File: config.mk
export PLATFORM = sky130hd
export DESIGN_NAME = scr_queue
export DESIGN_NICKNAME = d
export VERILOG_FILES = /design/src/sv/scr_pkg.sv /design/src/sv/scr_queue.sv
export SDC_FILE = /design/constraint.sdc
export NUM_CORES = 1
export LEC_CHECK = 0
export ABC_AREA = 0
export BUFFER_PORTS_ARGS = -buffer_cell sky130_fd_sc_hd__buf_2
export CAP_MARGIN = 20
export CORE_MARGIN = 2
export CORE_UTILIZATION = 61
export CTS_CLUSTER_SIZE = 25
export DETAILED_ROUTE_END_ITERATION = 10
export PLACE_DENSITY = 0.9
export REMOVE_ABC_BUFFERS = 1
export SYNTH_ARGS = -nofsm -noshare
export SYNTH_HDL_FRONTEND = slang
export SYNTH_SLANG_ARGS = --single-unit
File: constraint.sdc
create_clock -name clock -period 10.1 [get_ports clock]
set_clock_uncertainty 0.1 [all_clocks]
set_input_delay 3.03 -clock clock [delete_from_list [all_inputs] [get_ports clock]]
set_output_delay 3.03 -clock clock [all_outputs]
set_load 0.02 [all_outputs]
File: src/sv/scr_pkg.sv
`timescale 1ns / 1ps
// ----------------------------------------------------------------------------
// scr_pkg: shared definitions for the fixed-point calculator
// Widths, command and status codes, and the job handed from front to back.
// ----------------------------------------------------------------------------
package scr_pkg;

   localparam int FIELD_W   = 32;
   localparam int FRAC_BITS = 16;
   localparam int WORD_BITS = 32;
   localparam int SAT_BITS  = (WORD_BITS < FIELD_W) ? WORD_BITS : FIELD_W;

   localparam int PROD_W = 2 * FIELD_W;
   localparam int RAD_W  = PROD_W + 2;
   localparam int ROOT_W = RAD_W / 2;
   localparam int REM_W  = ROOT_W + 2;
   localparam int DEN_W  = FIELD_W + 1;
   localparam int NUM_A  = ROOT_W + FRAC_BITS;
   localparam int NUM_B  = PROD_W - FRAC_BITS;
   localparam int NUM_W  = (NUM_A > NUM_B) ? NUM_A : NUM_B;

   localparam int CMD_W = 3;
   localparam int ST_W  = 3;

   localparam int QUEUE_DEPTH = 4;
   localparam int QPTR_W      = $clog2(QUEUE_DEPTH);

   localparam logic [NUM_W-1:0] SAT_LIM = NUM_W'(1) << (SAT_BITS - 1);

   localparam logic [CMD_W-1:0] CMD_ADD  = 3'd0;
   localparam logic [CMD_W-1:0] CMD_SUB  = 3'd1;
   localparam logic [CMD_W-1:0] CMD_MUL  = 3'd2;
   localparam logic [CMD_W-1:0] CMD_DIV  = 3'd3;
   localparam logic [CMD_W-1:0] CMD_LIN  = 3'd4;
   localparam logic [CMD_W-1:0] CMD_QUAD = 3'd5;
   localparam logic [CMD_W-1:0] CMD_NRM3 = 3'd6;
   localparam logic [CMD_W-1:0] CMD_MINK = 3'd7;

   localparam logic [ST_W-1:0] ST_OK   = 3'd0;
   localparam logic [ST_W-1:0] ST_REAL = 3'd1;
   localparam logic [ST_W-1:0] ST_CPLX = 3'd2;
   localparam logic [ST_W-1:0] ST_DIVZ = 3'd3;
   localparam logic [ST_W-1:0] ST_SAT  = 3'd4;

   // one classified item: radicand, main dividend/divisor and routing flags
   typedef struct packed {
      logic [RAD_W-1:0] rad;
      logic [NUM_W-1:0] num;
      logic [DEN_W-1:0] den;
      logic             neg;
      logic             root_main;
      logic             root_offs;
      logic [ST_W-1:0]  code;
   } job_type;

endpackage

File: src/sv/scr_queue.sv
`timescale 1ns / 1ps
// ----------------------------------------------------------------------------
// scr_queue: short job queue
// Decouple the front from the back so either side can stall on its own.
// ----------------------------------------------------------------------------
module scr_queue (
   input  logic             clock,
   input  logic             reset,
   input  logic             push,
   input  scr_pkg::job_type push_job,
   output logic             full,
   input  logic             pop,
   output logic             empty,
   output scr_pkg::job_type head
);

   localparam int PW = scr_pkg::QPTR_W;

   scr_pkg::job_type mem_ff [scr_pkg::QUEUE_DEPTH];
   logic [PW-1:0]    wr_ff, rd_ff;
   logic [PW:0]      cnt_ff;
   logic             do_push, do_pop;

   assign full    = (cnt_ff == (PW+1)'(scr_pkg::QUEUE_DEPTH));
   assign empty   = (cnt_ff == '0);
   assign do_push = push && !full;
   assign do_pop  = pop && !empty;
   assign head    = mem_ff[rd_ff];

   always_ff @(posedge clock) begin
      if (reset) begin
         wr_ff  <= '0;
         rd_ff  <= '0;
         cnt_ff <= '0;
      end else begin
         if (do_push) wr_ff <= wr_ff + 1'b1;
         if (do_pop)  rd_ff <= rd_ff + 1'b1;
         cnt_ff <= cnt_ff + (PW+1)'(do_push) - (PW+1)'(do_pop);
      end
      if (do_push) mem_ff[wr_ff] <= push_job;
   end

endmodule

# == Yosys cells after proc, flatten, opt, wreduce, memory -nomap -nowiden ==
# Memories as Yosys holds them, arrays and structs flattened. A register that Yosys moved wholly into a read port is not among the register bits.
# Index checks and enable logic that the tools add are counted.
# classes
addsub,4
n_eq_ne,1
n_mux,4
reduce_logical,5
# op_table
cell,n
2-bit by 1-bit adder with 2-bit output (second input constant),2
2-bit two-way mux,2
3-bit by 1-bit adder with 3-bit output,1
3-bit equality test (second input constant),1
3-bit zero test,1
3-bit by 1-bit subtractor with 3-bit output,1
1-bit logical AND,2
1-bit zero test,2
1-bit two-way mux,2
# totals
ff_bits,7
mem_bits_rw,616
inputBits,158
output_inout_bits,156
word_cells,18
mem_count,1
# mem_list
name,depth,width,read_ports,rd_ports_with_merged_regs,wr,line,source
mem_ff,4,154,1,1,1,scr_queue.sv:19,scr_pkg::job_type mem_ff [scr_pkg::QUEUE_DEPTH];

# == Logic depth before layout (Yosys ltp) ==
# depth
word_depth,5
depth_mapped,10
ltp_nobuf,10

# == Worst setup path before layout ==
# No wires, ideal clock.
# synth_timing
path_type,input to register
start,in push
end,"mem mem_ff[0][0] (netlist bit), enable pin"
setup_time_ns,0.532
arrival_ns,6.881
t_required_ns,9.468
path_slack_ns,2.587
path_stages,3
cell_sequence,inv_1 nor2_1 and2_1
# synth_between
elab_chain_len,3
# synth_lines
item,line,source
from (decl),scr_queue.sv:9,"input logic push,"
1-bit logical AND,scr_queue.sv:26,assign do_push = push && !full;
1-bit two-way mux,scr_queue.sv:40,if (do_push) mem_ff[wr_ff] <= push_job;
1-bit two-way mux (implied by the code),scr_queue.sv:40,
to (decl),scr_queue.sv:19,
# No other way between the ends.

==> reports/qor.txt <==
status - complete, no violations
cts hold-fix bufs - 0
post-synthesis sequential area ratio - 0.825
Relative slew margins - 0.260
DRT Pass-1 Iters - 5
final WL - 44400 µm
Setup Crit Path Kind - flip-flop to output port
global routing's busiest layer - met2
Max Slew Vio Count - 0
Final Hold Viols - 0
Worst EP required - 6.97 ns
Max VDD drop - 231 µV
met2 GRT Util - 0.384
element type at the critical path start - flip-flop
power density cells - 259 nW/µm²
Avg WL per Cell - 25.8 µm
cell count after synthesis - 855
gpl congestion - 0.750
Clk pin slew, worst setup/hold paths - 0.07 ns
H-Tree Depth - 2
worst-path fanout max - 48
most common library cells after synthesis - edfxtp_1 (616), mux4_2 (154), buf_2 (17)
DRC - 0
Yosys warnings - 0
Num Clock Sinks - 625
synthesized area - 22700 µm²
ys flop type - edfxtp_1
Core ar. - 36600 µm²
area leader, netlist - edfxtp_1
most frequent cell after synthesis - edfxtp_1
io pins - 314
min-delay src - rd_ff[1]
nets - 1368
Unique masters post-synth - 25
final core utilization - 0.723
setup repair after global routing missed its margin - no
Detailed Route Iter0 Violations - 875
max cap viols - 0
Final period util - 0.610
Area contributors post-synth - edfxtp_1 (82%), mux4_2 (15%), dfxtp_1 (0.80%), buf_6 (0.40%), buf_2 (0.38%)
vias in the first global route - 10830
Period minus WS final - 6.17 ns
die span in y - 197 µm
root buf cell - clkbuf_16
initial antenna violation count - 9
R2R Path Start - cnt_ff[1]
clock latency on the worst-skew pair - 0.60 ns
share of the synthesized area in the top cell type - 0.817
CTS tree - yes
first-pass GRT wire length - 65800 µm
grt total ovfl - 0
Hold Crit Class - flip-flop to flip-flop
layout cells sized above 1 - 0.447
Critical Path AT - 3.04 ns
post-DP HPWL - 25400 µm
Post-CTS Setup Inserts - 0
pin slew with the least headroom to its limit - 1.11 ns
PortBufs - 313
CTS Buf Count - 56
Initial Util - 0.619
Mean Syn Cell Area - 26.5 µm²
total number of vias - 10303
number of synthesized flops with an enable pin - 616
CTS max path bufs - 3
GRT Resource Usage Total - 0.232
DRT antenna net count - 0
Tot Pwr - 6870 µW
async set or reset register ratio after synthesis - 0
row cnt - 70
Vias/cell - 5.99
Synth Register Bits - 625
die area - 38700 µm²
Max Fclk - 0.162 GHz
largest net degree at the start of global routing - 81
# setup viols final - 0
M3 GR Usage - 0.0642
Area growth, synth to finish - 16.8%
met1 usage - 0.300
Critical Path Sink Type - output port
width of the chip - 197 µm
P_leak - 0.00882 µW
post-cts resize count - 0
[metrics by stage]
step / hold WS (ns) / worst slack [ns] / instances / setup TNS, ns / instance area, µm²
final: 0.424 / 3.93 / 1720 / 0 / 26500
after global routing: 0.448 / 3.69 / 1719 / 0 / 26500
after CTS: 0.416 / 3.82 / 1715 / 0 / 26500
after detailed placement: 0.395 / 4.48 / 1613 / 0 / 24700
after global placement: 0.360 / 4.48 / 1613 / 0 / 24700
after floorplan: 0.352 / -0.189 / 820 / -29.07 / 22400
[final timing paths]
check                                      to  slack [ns]  depth (start not counted)
worst max-delay path                 head[96]        3.93                          3
worst min-delay path                 rd_ff[1]        0.42                          2
worst max register to register  mem_ff[3][81]        7.09                          4
worst min register to register       rd_ff[1]        0.42                          2
[flip-flops by register name, summed over array words and instances, names as in the netlist, named ones only]
name	flops
mem_ff	616
cnt_ff	3
rd_ff	2
wr_ff	2
[critical path, stage by stage (launching register included)]
cell and delay [ns]:
dfxtp_4 0.71, buf_4 0.83, mux4_2 0.64, buf_2 0.18
[cell usage in the layout, fill, tap and decap left out, types with 4 or more instances in the layout]
master	synthesis	routed
dfxtp_1	9	7
edfxtp_1	616	616
clkinv_2	0	5
buf_4	3	11
clkbuf_1	5	19
bufinv_16	0	4
inv_1	8	8
nor2_1	4	4
and2_4	0	4
diode_2	0	5
clkinv_1	0	11
ha_1	6	6
clkbuf_8	0	4
clkbuf_16	0	57
mux4_2	154	154
buf_2	17	313
[kinds of logic after synthesis]
group                      after synthesis  synth area share
buffers and inverters                   43            0.0112
and+or+nand+nor                         17           0.00414
DFF                                    625             0.825
xor gates and xnor gates                 3           0.00116
AOI/OAI and AO/OA                        5           0.00122
muxes                                  155             0.154
adders and majority gates                7           0.00420
[per-layer routing]
metal,vias to the layer above,wire [µm]
li1,4388,-
met1,5380,16300
met2,433,23000
met3,94,3630
met4,8,1330
met5,-,40
[report_power, final]
| part | internal (µW) | total [µW] | leakage, µW | switching [µW] |
|---|---|---|---|---|
| combinational | 666 | 1620 | 0.00225 | 954 |
| clock | 1160 | 2020 | 0.000847 | 860 |
| sequential | 3120 | 3220 | 0.00572 | 103 |
[cell type report]
class,count,area (µm²)
diodes,5,12.5
clock buffers,80,1550
clock inverters,22,201
fillers,2023,10100
inverters,8,30.0
multi-input cells,187,3730
flip-flops and latches,625,18700
well taps,468,586
repair buffers,325,1670
Power figures use the tool's default switching activity.
